## config.mk

```make
export PLATFORM = sky130hd
export DESIGN_NAME = ir_manchester_code_decoder
export DESIGN_NICKNAME = d
export VERILOG_FILES = /design/src/rtl/ir_mcd_pkg.sv /design/src/rtl/ir_mcd_csr.sv /design/src/rtl/ir_mcd_classify.sv /design/src/rtl/ir_mcd_decode.sv /design/src/rtl/ir_manchester_code_decoder.sv
export SDC_FILE = /design/constraint.sdc
export NUM_CORES = 1
export LEC_CHECK = 0
export BUFFER_PORTS_ARGS = -buffer_cell sky130_fd_sc_hd__buf_2
export CORE_ASPECT_RATIO = 1.75
export CORE_MARGIN = 3
export CORE_UTILIZATION = 60
export CTS_CLUSTER_SIZE = 24
export DETAILED_ROUTE_END_ITERATION = 8
export PLACE_DENSITY = 0.83
export SKIP_LAST_GASP = 1
export SLEW_MARGIN = 20
export SYNTH_ARGS = -nofsm -noshare
export SYNTH_HDL_FRONTEND = slang
export SYNTH_HIERARCHICAL = 1
export SYNTH_SLANG_ARGS = --single-unit
```

## constraint.sdc

```tcl
create_clock -name clock -period 6.8 [get_ports clock]
set_input_delay 2.04 -clock clock [delete_from_list [all_inputs] [get_ports clock]]
set_output_delay 2.04 -clock clock [all_outputs]
set_load 0.03 [all_outputs]
```

## src/rtl/ir_mcd_pkg.sv

```systemverilog
// ---------------------------------------------------------------------------
// IR Manchester decoder package
// Shared types, register indexes and widths for the IR Manchester decoder.
// ---------------------------------------------------------------------------
package ir_mcd_pkg;

   // Number of bits in one received code, start bit included.
   localparam int CODE_BITS = 14;
   // Width of the command code field on the result channel.
   localparam int CMD_W     = 14;
   // Bit counter holds 0 .. CODE_BITS.
   localparam int COUNT_W   = $clog2(CODE_BITS + 1);

   localparam int DUR_W     = 16;
   localparam int BOUND_W   = 15;
   localparam int GAP_W     = 16;
   localparam int CSR_IDX_W = 3;
   localparam int CSR_DAT_W = 16;

   // Configuration register indexes.
   localparam logic [CSR_IDX_W-1:0] CSR_SHORT_LOW  = 3'd0;
   localparam logic [CSR_IDX_W-1:0] CSR_SHORT_HIGH = 3'd1;
   localparam logic [CSR_IDX_W-1:0] CSR_LONG_LOW   = 3'd2;
   localparam logic [CSR_IDX_W-1:0] CSR_LONG_HIGH  = 3'd3;
   localparam logic [CSR_IDX_W-1:0] CSR_GAP_LIMIT  = 3'd4;

   // Register reset values.
   localparam logic [BOUND_W-1:0] SHORT_LOW_RST  = 15'd444;
   localparam logic [BOUND_W-1:0] SHORT_HIGH_RST = 15'd1333;
   localparam logic [BOUND_W-1:0] LONG_LOW_RST   = 15'd1334;
   localparam logic [BOUND_W-1:0] LONG_HIGH_RST  = 15'd2222;
   localparam logic [GAP_W-1:0]   GAP_LIMIT_RST  = 16'd100;

   // Classified symbol of one duration.
   typedef enum logic [2:0] {
      SYM_NONE        = 3'd0,
      SYM_SHORT_PULSE = 3'd1,
      SYM_LONG_PULSE  = 3'd2,
      SYM_SHORT_SPACE = 3'd3,
      SYM_LONG_SPACE  = 3'd4
   } sym_type;

   // Manchester decoder state.
   typedef enum logic [4:0] {
      ST_BEGIN  = 5'b00001,
      ST_MID0   = 5'b00010,
      ST_MID1   = 5'b00100,
      ST_START0 = 5'b01000,
      ST_START1 = 5'b10000
   } state_type;

   // Result status codes.
   typedef enum logic [1:0] {
      STATUS_BUSY     = 2'd0,
      STATUS_BAD_DUR  = 2'd1,
      STATUS_ILLEGAL  = 2'd2,
      STATUS_COMPLETE = 2'd3
   } status_type;

   // Configuration register set.
   typedef struct packed {
      logic [BOUND_W-1:0] short_low;
      logic [BOUND_W-1:0] short_high;
      logic [BOUND_W-1:0] long_low;
      logic [BOUND_W-1:0] long_high;
      logic [GAP_W-1:0]   gap_limit;
   } cfg_type;

   // One item after classification.
   typedef struct packed {
      logic    tick;
      logic    bstart;
      sym_type sym;
   } item_type;

   // One result word.
   typedef struct packed {
      status_type         status;
      logic [CMD_W-1:0]   code;
      logic               timed_out;
   } result_type;

endpackage

```

## src/rtl/ir_mcd_csr.sv

```systemverilog
// ---------------------------------------------------------------------------
// IR Manchester decoder configuration registers
// Holds the symbol bounds and the gap limit, written through a plain port.
// ---------------------------------------------------------------------------
module ir_mcd_csr
   import ir_mcd_pkg::*;
(
   input  logic                 clock,
   input  logic                 reset,
   input  logic                 csr_write,
   input  logic [CSR_IDX_W-1:0] csr_index,
   input  logic [CSR_DAT_W-1:0] csr_data,
   output cfg_type              cfg
);

   cfg_type cfg_ff;
   cfg_type cfg_in;

   // Decode the register index; writes beyond the list are dropped.
   always_comb begin
      cfg_in = cfg_ff;
      if (csr_write) begin
         unique case (csr_index)
            CSR_SHORT_LOW:  cfg_in.short_low  = csr_data[BOUND_W-1:0];
            CSR_SHORT_HIGH: cfg_in.short_high = csr_data[BOUND_W-1:0];
            CSR_LONG_LOW:   cfg_in.long_low   = csr_data[BOUND_W-1:0];
            CSR_LONG_HIGH:  cfg_in.long_high  = csr_data[BOUND_W-1:0];
            CSR_GAP_LIMIT:  cfg_in.gap_limit  = csr_data[GAP_W-1:0];
            default:        cfg_in = cfg_ff;
         endcase
      end
   end

   always_ff @(posedge clock) begin
      if (reset) begin
         cfg_ff.short_low  <= SHORT_LOW_RST;
         cfg_ff.short_high <= SHORT_HIGH_RST;
         cfg_ff.long_low   <= LONG_LOW_RST;
         cfg_ff.long_high  <= LONG_HIGH_RST;
         cfg_ff.gap_limit  <= GAP_LIMIT_RST;
      end else begin
         cfg_ff <= cfg_in;
      end
   end

   assign cfg = cfg_ff;

endmodule

```

## src/rtl/ir_mcd_classify.sv

```systemverilog
// ---------------------------------------------------------------------------
// IR Manchester decoder duration classifier
// Turns a signed duration into a short or long pulse or space, or none.
// ---------------------------------------------------------------------------
module ir_mcd_classify
   import ir_mcd_pkg::*;
(
   input  logic [DUR_W-1:0] duration,
   input  cfg_type          cfg,
   output sym_type          sym
);

   logic             is_space;
   logic [DUR_W-1:0] mag;
   logic             in_short;
   logic             in_long;

   // Zero counts as a pulse of magnitude zero; the most negative value
   // has magnitude 32768, which the unsigned negation gives directly.
   assign is_space = (duration != '0) && !duration[DUR_W-1];
   assign mag      = duration[DUR_W-1] ? (~duration + 1'b1) : duration;

   // Exclusive bounds on both sides.
   assign in_short = (mag > {1'b0, cfg.short_low}) && (mag < {1'b0, cfg.short_high});
   assign in_long  = (mag > {1'b0, cfg.long_low})  && (mag < {1'b0, cfg.long_high});

   always_comb begin
      priority if (in_short) begin
         sym = is_space ? SYM_SHORT_SPACE : SYM_SHORT_PULSE;
      end else if (in_long) begin
         sym = is_space ? SYM_LONG_SPACE : SYM_LONG_PULSE;
      end else begin
         sym = SYM_NONE;
      end
   end

endmodule

```

## src/rtl/ir_mcd_decode.sv

```systemverilog
// ---------------------------------------------------------------------------
// IR Manchester decoder state machine
// Manchester state, bit collection and the millisecond gap counter.
// ---------------------------------------------------------------------------
module ir_mcd_decode
   import ir_mcd_pkg::*;
(
   input  logic             clock,
   input  logic             reset,
   input  logic             go,
   input  item_type         item,
   input  logic [GAP_W-1:0] gap_limit,
   output result_type       result
);

   state_type              state_ff,  state_in;
   logic [COUNT_W-1:0]     count_ff,  count_in;
   logic [CODE_BITS-1:0]   code_ff,   code_in;
   logic [GAP_W-1:0]       gap_ff,    gap_in;

   // Next state of the decoder for the item in the input register.
   always_comb begin
      logic legal;
      logic push;
      logic push_bit;

      state_in         = state_ff;
      count_in         = count_ff;
      code_in          = code_ff;
      gap_in           = gap_ff;
      legal            = 1'b1;
      push             = 1'b0;
      push_bit         = 1'b0;
      result.status    = STATUS_BUSY;
      result.code      = '0;
      result.timed_out = 1'b0;

      if (item.tick) begin
         // Millisecond tick: saturating gap count, no result.
         if (gap_ff != '1) begin
            gap_in = gap_ff + 1'b1;
         end
      end else begin
         // A buffer that starts after a long gap drops any partial code.
         if (item.bstart) begin
            if (gap_ff > gap_limit) begin
               result.timed_out = (count_ff != '0);
               state_in         = ST_BEGIN;
               count_in         = '0;
               code_in          = '0;
            end
            gap_in = '0;
         end

         if (item.sym == SYM_NONE) begin
            result.status = STATUS_BAD_DUR;
            state_in      = ST_BEGIN;
            count_in      = '0;
            code_in       = '0;
         end else begin
            // The first symbol records the start bit and acts as in mid1.
            if (state_in == ST_BEGIN) begin
               state_in = ST_MID1;
               code_in  = {code_in[CODE_BITS-2:0], 1'b1};
               count_in = count_in + 1'b1;
            end

            unique case (state_in)
               ST_MID0: begin
                  if (item.sym == SYM_SHORT_SPACE) begin
                     state_in = ST_START0;
                  end else if (item.sym == SYM_LONG_SPACE) begin
                     state_in = ST_MID1;
                     push     = 1'b1;
                     push_bit = 1'b1;
                  end else begin
                     legal = 1'b0;
                  end
               end
               ST_MID1: begin
                  if (item.sym == SYM_SHORT_PULSE) begin
                     state_in = ST_START1;
                  end else if (item.sym == SYM_LONG_PULSE) begin
                     state_in = ST_MID0;
                     push     = 1'b1;
                  end else begin
                     legal = 1'b0;
                  end
               end
               ST_START0: begin
                  if (item.sym == SYM_SHORT_PULSE) begin
                     state_in = ST_MID0;
                     push     = 1'b1;
                  end else begin
                     legal = 1'b0;
                  end
               end
               ST_START1: begin
                  if (item.sym == SYM_SHORT_SPACE) begin
                     state_in = ST_MID1;
                     push     = 1'b1;
                     push_bit = 1'b1;
                  end else begin
                     legal = 1'b0;
                  end
               end
               default: begin
                  legal = 1'b0;
               end
            endcase

            if (push) begin
               code_in  = {code_in[CODE_BITS-2:0], push_bit};
               count_in = count_in + 1'b1;
            end

            if (!legal) begin
               result.status = STATUS_ILLEGAL;
               state_in      = ST_BEGIN;
               count_in      = '0;
               code_in       = '0;
            end else if (count_in >= COUNT_W'(CODE_BITS)) begin
               result.status = STATUS_COMPLETE;
               result.code   = CMD_W'(code_in);
               state_in      = ST_BEGIN;
               count_in      = '0;
               code_in       = '0;
            end
         end
      end
   end

   always_ff @(posedge clock) begin
      if (reset) begin
         state_ff <= ST_BEGIN;
         count_ff <= '0;
         code_ff  <= '0;
         gap_ff   <= '0;
      end else if (go) begin
         state_ff <= state_in;
         count_ff <= count_in;
         code_ff  <= code_in;
         gap_ff   <= gap_in;
      end
   end

endmodule

```

## src/rtl/ir_manchester_code_decoder.sv

```systemverilog
// ---------------------------------------------------------------------------
// IR Manchester code decoder
// Classifies signed IR durations and decodes 14-bit Manchester codes.
//
//   Channel | Handshake            | Payload
//   --------+----------------------+---------------------------------------
//   req     | req_valid/req_stall  | req_type, req_duration, req_buffer_start
//   rsp     | rsp_valid/rsp_stall  | rsp_status, rsp_command_code, rsp_timed_out
//   csr     | csr_write            | csr_index, csr_data
//
// One item is taken every cycle while the input is not stalled. A duration
// word is classified on its way into the input register and goes through
// the state machine into the result register when the input register
// moves on. Tick words update the gap counter and give no result.
// Reset is synchronous and restores the register defaults. A stalled result
// holds the result register; the input register then stalls only if it
// holds a duration.
// ---------------------------------------------------------------------------
module ir_manchester_code_decoder
   import ir_mcd_pkg::*;
(
   input  logic                 clock,
   input  logic                 reset,

   input  logic                 req_valid,
   output logic                 req_stall,
   input  logic                 req_type,
   input  logic [DUR_W-1:0]     req_duration,
   input  logic                 req_buffer_start,

   output logic                 rsp_valid,
   input  logic                 rsp_stall,
   output logic [1:0]           rsp_status,
   output logic [CMD_W-1:0]     rsp_command_code,
   output logic                 rsp_timed_out,

   input  logic                 csr_write,
   input  logic [CSR_IDX_W-1:0] csr_index,
   input  logic [CSR_DAT_W-1:0] csr_data
);

   cfg_type    cfg;
   sym_type    sym;
   item_type   item_ff, item_in;
   logic       s1_valid_ff, s1_valid_in;
   logic       s1_go;
   logic       req_accept;
   result_type result;
   result_type rsp_ff;
   logic       rsp_valid_ff, rsp_valid_in;

   ir_mcd_csr u_csr (
      .clock     (clock),
      .reset     (reset),
      .csr_write (csr_write),
      .csr_index (csr_index),
      .csr_data  (csr_data),
      .cfg       (cfg)
   );

   ir_mcd_classify u_classify (
      .duration (req_duration),
      .cfg      (cfg),
      .sym      (sym)
   );

   // Input register moves on when it holds a tick or the result slot frees.
   assign s1_go      = s1_valid_ff && (item_ff.tick || !rsp_valid_ff || !rsp_stall);
   assign req_stall  = s1_valid_ff && !s1_go;
   assign req_accept = req_valid && !req_stall;

   assign item_in.tick   = req_type;
   assign item_in.bstart = req_buffer_start;
   assign item_in.sym    = sym;

   always_comb begin
      s1_valid_in = s1_valid_ff;
      if (req_accept) begin
         s1_valid_in = 1'b1;
      end else if (s1_go) begin
         s1_valid_in = 1'b0;
      end
   end

   always_ff @(posedge clock) begin
      if (reset) begin
         s1_valid_ff <= 1'b0;
      end else begin
         s1_valid_ff <= s1_valid_in;
      end
   end

   always_ff @(posedge clock) begin
      if (req_accept) begin
         item_ff <= item_in;
      end
   end

   ir_mcd_decode u_decode (
      .clock     (clock),
      .reset     (reset),
      .go        (s1_go),
      .item      (item_ff),
      .gap_limit (cfg.gap_limit),
      .result    (result)
   );

   // Result register.
   always_comb begin
      rsp_valid_in = rsp_valid_ff;
      if (s1_go && !item_ff.tick) begin
         rsp_valid_in = 1'b1;
      end else if (!rsp_stall) begin
         rsp_valid_in = 1'b0;
      end
   end

   always_ff @(posedge clock) begin
      if (reset) begin
         rsp_valid_ff <= 1'b0;
      end else begin
         rsp_valid_ff <= rsp_valid_in;
      end
   end

   always_ff @(posedge clock) begin
      if (s1_go && !item_ff.tick) begin
         rsp_ff <= result;
      end
   end

   assign rsp_valid        = rsp_valid_ff;
   assign rsp_status       = rsp_ff.status;
   assign rsp_command_code = rsp_ff.code;
   assign rsp_timed_out    = rsp_ff.timed_out;

`ifndef ASSERT_OFF
   // The input side stalls only behind a full, stalled result register.
   a_stall_cause: assert property (@(posedge clock) disable iff (reset)
      req_stall |-> (rsp_valid_ff && rsp_stall))
      else $error("input stalled without a stalled result");

   // A code is reported only with a completed command.
   a_code_only_complete: assert property (@(posedge clock) disable iff (reset)
      (rsp_valid && (rsp_status != STATUS_COMPLETE)) |-> (rsp_command_code == '0))
      else $error("command code set on an incomplete result");

   // A taken result with no duration behind it leaves the output empty.
   a_no_phantom: assert property (@(posedge clock) disable iff (reset)
      (rsp_valid && !rsp_stall && !(s1_go && !item_ff.tick)) |=> !rsp_valid)
      else $error("result repeated or invented");
`endif

endmodule
```

==> results of run 1 <==
cell families after synthesis:
kind of cell	count (synthesis)	share of synthesized area, %
and+or+nand+nor	337	21.55
buffers and inverters	125	6.061
AOI/OAI and AO/OA	175	13.98
DFF	139	34.55
muxes	80	9.300
adders and majority gates	78	11.23
xor gates and xnor gates	33	3.326
flip-flops by register name, indices dropped and copies added (netlist names):
signal	count
s1_valid_ff	1
u_decode/gap_ff	16
u_decode/state_ff	5
rsp_command_code	14
u_csr/cfg	76
u_decode/code_ff	14
rsp_status	2
item_ff	5
rsp_valid	1
rsp_timed_out	1
u_decode/count_ff	4
per-stage QoR:
stage	worst slack, ns	std cells	util (%)
floorplan	1.634	967	-
global placement	1.280	1173	64.52
detailed placement	1.183	1173	64.52
CTS	1.619	1205	68.71
global route	1.432	1205	68.72
finish	1.603	1205	68.72
power by group through the flow:
stage / Clock [mW] / Sequential, mW / Combinational [mW]
2_1_floorplan: 0 / 0.882 / 0.185
3_3_place_gp: 0 / 0.881 / 0.258
3_5_place_dp: 0 / 0.881 / 0.264
4_1_cts: 0.929 / 0.863 / 0.267
5_1_grt: 0.970 / 0.866 / 0.297
6_report: 0.920 / 0.864 / 0.270
layer usage:
layer,routed length [um],GRT usage [%]
met5,0,0
met4,1483,18.91
met3,798,4.540
met2,12020,52.99
met1,7973,27.04
worst paths after layout:
check	from	to	slack (ns)	cells after the start
worst max register to register	u_csr/cfg[6]$_SDFFE_PP1P_	rsp_command_code[0]$_DFFE_PP_	1.82	15
worst max-delay path	req_duration[3]	item_ff[1]$_DFFE_PP_	1.60	13
worst min-delay path	u_decode/code_ff[13]$_SDFFE_PP0P_	u_decode/code_ff[13]$_SDFFE_PP0P_	0.46	2
worst min register to register	u_decode/code_ff[13]$_SDFFE_PP0P_	u_decode/code_ff[13]$_SDFFE_PP0P_	0.46	2
final cells by class:
class                           count  area [um2]
Multi-Input combinational cell    703        5162
Fill cell                        1111        4394
Sequential cell                   139        3003
Clock buffer                       22       485.5
Timing Repair Buffer               67       352.8
Inverter                           87       326.6
Tap cell                          177       221.5
Clock inverter                     10       103.9
placed cells by master, fill, tap and decap left out, types with 4 or more instances in the layout:
master / synthesis / layout
dfxtp_1: 117 / 117
inv_1: 87 / 87
nor2_1: 84 / 84
ha_1: 78 / 78
mux2i_1: 77 / 77
nand2_1: 75 / 75
nand2b_1: 74 / 74
buf_2: 12 / 60
a21oi_1: 38 / 38
o21ai_0: 36 / 36
a21o_1: 24 / 24
edfxtp_1: 22 / 22
xnor2_1: 19 / 19
clkbuf_16: 0 / 18
xor2_1: 14 / 14
nand3_1: 14 / 14
nand4_1: 13 / 13
a22oi_1: 12 / 12
o21ai_1: 11 / 11
nor2_4: 10 / 10
nor3_1: 8 / 8
buf_4: 1 / 7
and3_1: 6 / 6
o21a_1: 5 / 5
o31ai_1: 5 / 5
nor4_1: 5 / 5
nor2b_1: 5 / 5
a21boi_0: 5 / 5
and2_1: 4 / 4
o211a_1: 4 / 4
or3_1: 5 / 4
critical path: stages:
cell and delay, ns:
buf_2 0.11, or2_2 0.32, nor4_1 0.46, inv_1 0.12, o41a_1 0.34, xor2_1 0.35, ha_1 0.32, nand4_1 0.14
nor4_1 0.09, a221o_1 0.31, or4_1 0.44, nor4_1 0.26, mux2_4 0.19
==> impl_metrics.tcl, run 1 <==
set metrics [dict create \
    cts_tree "done" \
    critPathKind "input pin to flop" \
    numPortBuffers 60 \
    antenna_cells 0 \
    hpwl_um 16600 \
    cts-resized-gates 0 \
    p_seq_share_pct 42.1 \
    post_cts_buffers 0 \
    syn2layout_area_growth_pct 11.10 \
    final_nets 1135 \
    gp_congestion 0.8981 \
    grt_max_degree 71 \
    die_x_um 96.98 \
    initial_core_util_pct 61.86 \
    dpl_cell_area_mm2 0.009065 \
    synth.ff_latch_count 139 \
    drive_gt1_share_pct 13.33 \
    critPathLaunchType "input pin" \
    core_area_mm2 0.01405 \
    swShare_pct 26.50 \
    synth_edf_count 22 \
    finalSetupTns_ns 0 \
    slew_headroom_pct 30.48 \
    first_pass_iters 7 \
    fin_skew_ns 0.007552 \
    hold_class "flop to flop" \
    p_leak_nw 4.234 \
    io_pins 61 \
    hold_ws_ns 0.4596 \
    drv_slew 0 \
    rsz0062_at_grt "false" \
    p_per_area_mw_per_mm2 212.6 \
    globalRouteOverflowTotal 0 \
    grt_pass1_wl_um 35110 \
    ir_worst_vdd_uv 172.8 \
    drt_iter0_drc 428 \
    p_sw_mw 0.5440 \
    status "finished, final reports clean" \
    cts.reportedPaths.clkPinSlew_ns 0.06 \
    antenna_found_initial 0 \
    clk_latency_ns 0.42 \
    die_area_mm2 0.01602 \
    cp_max_fo 4 \
    end_kind "flop" \
    cts_buffer_depth 2 \
    synth-main-ff-cell "dfxtp_1" \
    syn-num-nets 1087 \
    setup_viol 0 \
    timing.final.crit_share_pct 76.42 \
    die_y_um 165.2 \
    clockRootBuffer "clkbuf_16" \
    combPwrFrac_pct 13.1 \
    power_mw 2.053 \
    internal_power_mw 1.509 \
    design_area_mm2 0.009656 \
    cts_buffers 17 \
    max_freq_ghz 0.1924 \
    wire_per_inst_um 18.49 \
    worst_pin_slew_ns 1.037 \
    num_rows 57 \
    arrival_ns 5.48 \
    routed_wl_um 22280 \
    synth_most_common_cell "dfxtp_1" \
    synthCells 967 \
    netlist_area_mm2 0.008691 \
    vias_per_cell 5.969 \
    cap_violations 0 \
    synth_top_area_share_pct 26.95 \
    ant_nets 0 \
    yosysTopAreaCell "dfxtp_1" \
    drc 0 \
    grt_pass1_vias 7063 \
    htree_levels 4 \
    critical_path_required_ns 7.09 \
    yosysSeqAreaShare_pct 34.55 \
    vias 7193 \
    ys_types 84 \
    pwr-share-clk_pct 44.8 \
    clkSinkCount 139 \
    grt_util_all_layers_pct 27.74 \
    synthArstFlopShare_pct 0 \
    holdBufCountCts 0 \
    ys_top_cells_by_area "dfxtp_1 (27%), ha_1 (11%), mux2i_1 (8.9%)" \
    finalHoldViolCount 0 \
    ys.warnings.count 6 \
    avgSynthCellArea_um2 8.987 \
    period_needed_ns 5.197 \
    synth_common_cells "dfxtp_1 (117), inv_1 (87), nor2_1 (84)" \
]
Power figures use the tool's default switching activity.
==> run 2: changes to the inputs <==
--- a/config.mk
+++ b/config.mk
@@ -8,10 +8,10 @@
 export BUFFER_PORTS_ARGS = -buffer_cell sky130_fd_sc_hd__buf_2
 export CORE_ASPECT_RATIO = 1.75
 export CORE_MARGIN = 3
-export CORE_UTILIZATION = 60
+export CORE_UTILIZATION = 55
 export CTS_CLUSTER_SIZE = 24
 export DETAILED_ROUTE_END_ITERATION = 8
-export PLACE_DENSITY = 0.83
+export PLACE_DENSITY = 0.81
 export SKIP_LAST_GASP = 1
 export SLEW_MARGIN = 20
 export SYNTH_ARGS = -nofsm -noshare
==> constraint.sdc (replaced) <==
create_clock -name clock -period 4.69 [get_ports clock]
set_input_delay 1.407 -clock clock [delete_from_list [all_inputs] [get_ports clock]]
set_output_delay 1.407 -clock clock [all_outputs]
set_load 0.03 [all_outputs]
==> run 2 against run 1 <==
Combinational power grew 52%; core utilization shrank 4.7 points; clock skew is essentially flat; sequential cell count is the same; final cell count grew 3.0%; via count grew 0.32%; non-clock buffer count grew 28; register-to-register slack lost 1.5 ns; die area grew 8.6%; hold slack gained 0.016 ns.
==> impl_metrics.tcl, run 2 (synthesis results as in run 1) <==
set metrics [dict create \
    clk_latency_ns 0.41 \
    hold_class "flop to flop" \
    syn2layout_area_growth_pct 13.95 \
    setup_viol 0 \
    gp_congestion 0.9253 \
    cpMostUsedCell "nor4_1" \
    ant_nets 0 \
    placed_cells 1210 \
    clkSinkCount 139 \
    drive_gt1_share_pct 15.26 \
    rsz0062_at_grt "false" \
    hold_depth 2 \
    cp_max_fo 5 \
    antenna_found_initial 0 \
    critPathLaunchType "input pin" \
    globalRouteOverflowTotal 0 \
    drv_slew 0 \
    die_x_um 101.0 \
    worst_pin_slew_ns 0.9663 \
    fin_skew_ns 0.008022 \
    cts.reportedPaths.clkPinSlew_ns 0.06 \
    p_per_area_mw_per_mm2 306.1 \
    status "finished, final reports clean" \
    num_rows 60 \
    instances_no_fill 1241 \
    period_needed_ns 4.444 \
    io_pins 61 \
    final_nets 1163 \
    wire_per_inst_um 17.69 \
    cts_tree "done" \
    antenna_cells 0 \
    cts_buffer_depth 2 \
    cts_buffers 17 \
    met2_length_um 11800 \
    core_area_mm2 0.01546 \
    crit_chain "buf_2 -> or3_4 -> or4_4 -> o31ai_1 -> xnor2_1 -> ha_1 -> nand3_1 -> nor4_1 -> a221o_1 -> or4_1 -> nor4_1 -> mux2_4" \
    finalSetupTns_ns 0 \
    arrival_ns 4.73 \
    critPathKind "input pin to flop" \
    grt_util_all_layers_pct 26.14 \
    cp_slowest_cell "or4_4" \
    numPortBuffers 60 \
    vias 7216 \
    first_pass_iters 5 \
    cap_violations 0 \
    critical_path_required_ns 4.98 \
    fill_cells 1280 \
    drt_iter0_drc 388 \
    met3WireLength_um 827 \
    timing.final.crit_share_pct 94.74 \
    setup_ws_ns 0.2465 \
    die_y_um 172.3 \
    met1_length_um 7705 \
    slew_headroom_pct 35.21 \
    max_freq_ghz 0.2250 \
    final_cell_mix "dfxtp_1 (117), inv_1 (87), nor2_1 (84)" \
    htree_levels 4 \
    largest_reg_flops 76 \
    topRoutingLayerUsed "met4" \
    power_mw 3.031 \
    clockRootBuffer "clkbuf_16" \
    drc 0 \
    grt_max_degree 112 \
    grt_pass1_vias 7324 \
    holdBufCountCts 0 \
    p_leak_nw 4.372 \
    routed_wl_um 21950 \
    vias_per_cell 5.815 \
    initial_core_util_pct 56.20 \
    place_ws_ns -0.2248 \
    hpwl_um 16410 \
    ir_worst_vdd_uv 189.0 \
    ff2ff_path_depth 16 \
    r2r_slack_ns 0.35 \
    die_area_mm2 0.01741 \
    end_kind "flop" \
    finalHoldViolCount 0 \
    slowest_delay_ns 0.53 \
    final_common_cell "dfxtp_1" \
    grt_pass1_wl_um 35320 \
]
[run 2: through the flow]
step	hold WS, ns	util [%]	cell area (um2)
global route	0.4985	64.04	9903
global placement	0.4480	60.13	9299
floorplan	0.4259	-	8691
CTS	0.4806	64.00	9897
finish	0.4757	64.04	9903
detailed placement	0.4672	60.13	9299
[run 2: worst paths after layout]
kind                                      from                                 to
max reg2reg    u_decode/gap_ff[7]$_SDFFE_PP0P_      rsp_command_code[0]$_DFFE_PP_
min reg2reg  u_decode/code_ff[13]$_SDFFE_PP0P_  u_decode/code_ff[13]$_SDFFE_PP0P_
min          u_decode/code_ff[13]$_SDFFE_PP0P_  u_decode/code_ff[13]$_SDFFE_PP0P_
max                            req_duration[1]               item_ff[1]$_DFFE_PP_
[run 2: report_power, final]
group / switching, mW / internal [mW] / total [mW]
clock network: 0.490 / 0.879 / 1.37
logic: 0.238 / 0.172 / 0.410
registers: 0.0171 / 1.24 / 1.25
[run 2: what timing repair did]
action | 4_1_cts | 5_1_grt
buffers inserted | 0 | 0
endpoints found under the hold margin | 0 | 0
resized for setup | 0 | 1
setup endpoints to repair | 0 | 2
[run 2: critical path, delay by kind of cell]
family	cells	cell delay [ns]
AO/OA/AOI/OAI	2	0.61
XOR/XNOR	1	0.27
adder cells (fa/ha/maj)	1	0.33
buffers and inverters	1	0.10
multiplexers	1	0.19
AND/OR/NAND/NOR	6	1.83
[run 2: layout make-up]
class	count	area [um2]	share of cell area, %
clock inverter	6	112.6	1.137
sequential	139	3003	30.32
timing repair buffer	95	575.6	5.812
clock buffer	25	485.5	4.902
multi-input combinational	703	5167	52.18
tap	186	232.7	2.350
inverter	87	326.6	3.298
[run 2: routing by layer]
layer,vias up,track usage (%)
li1,3520,-
met1,3378,25.01
met2,229,49.67
met3,89,3.997
met4,0,18.11
met5,-,0
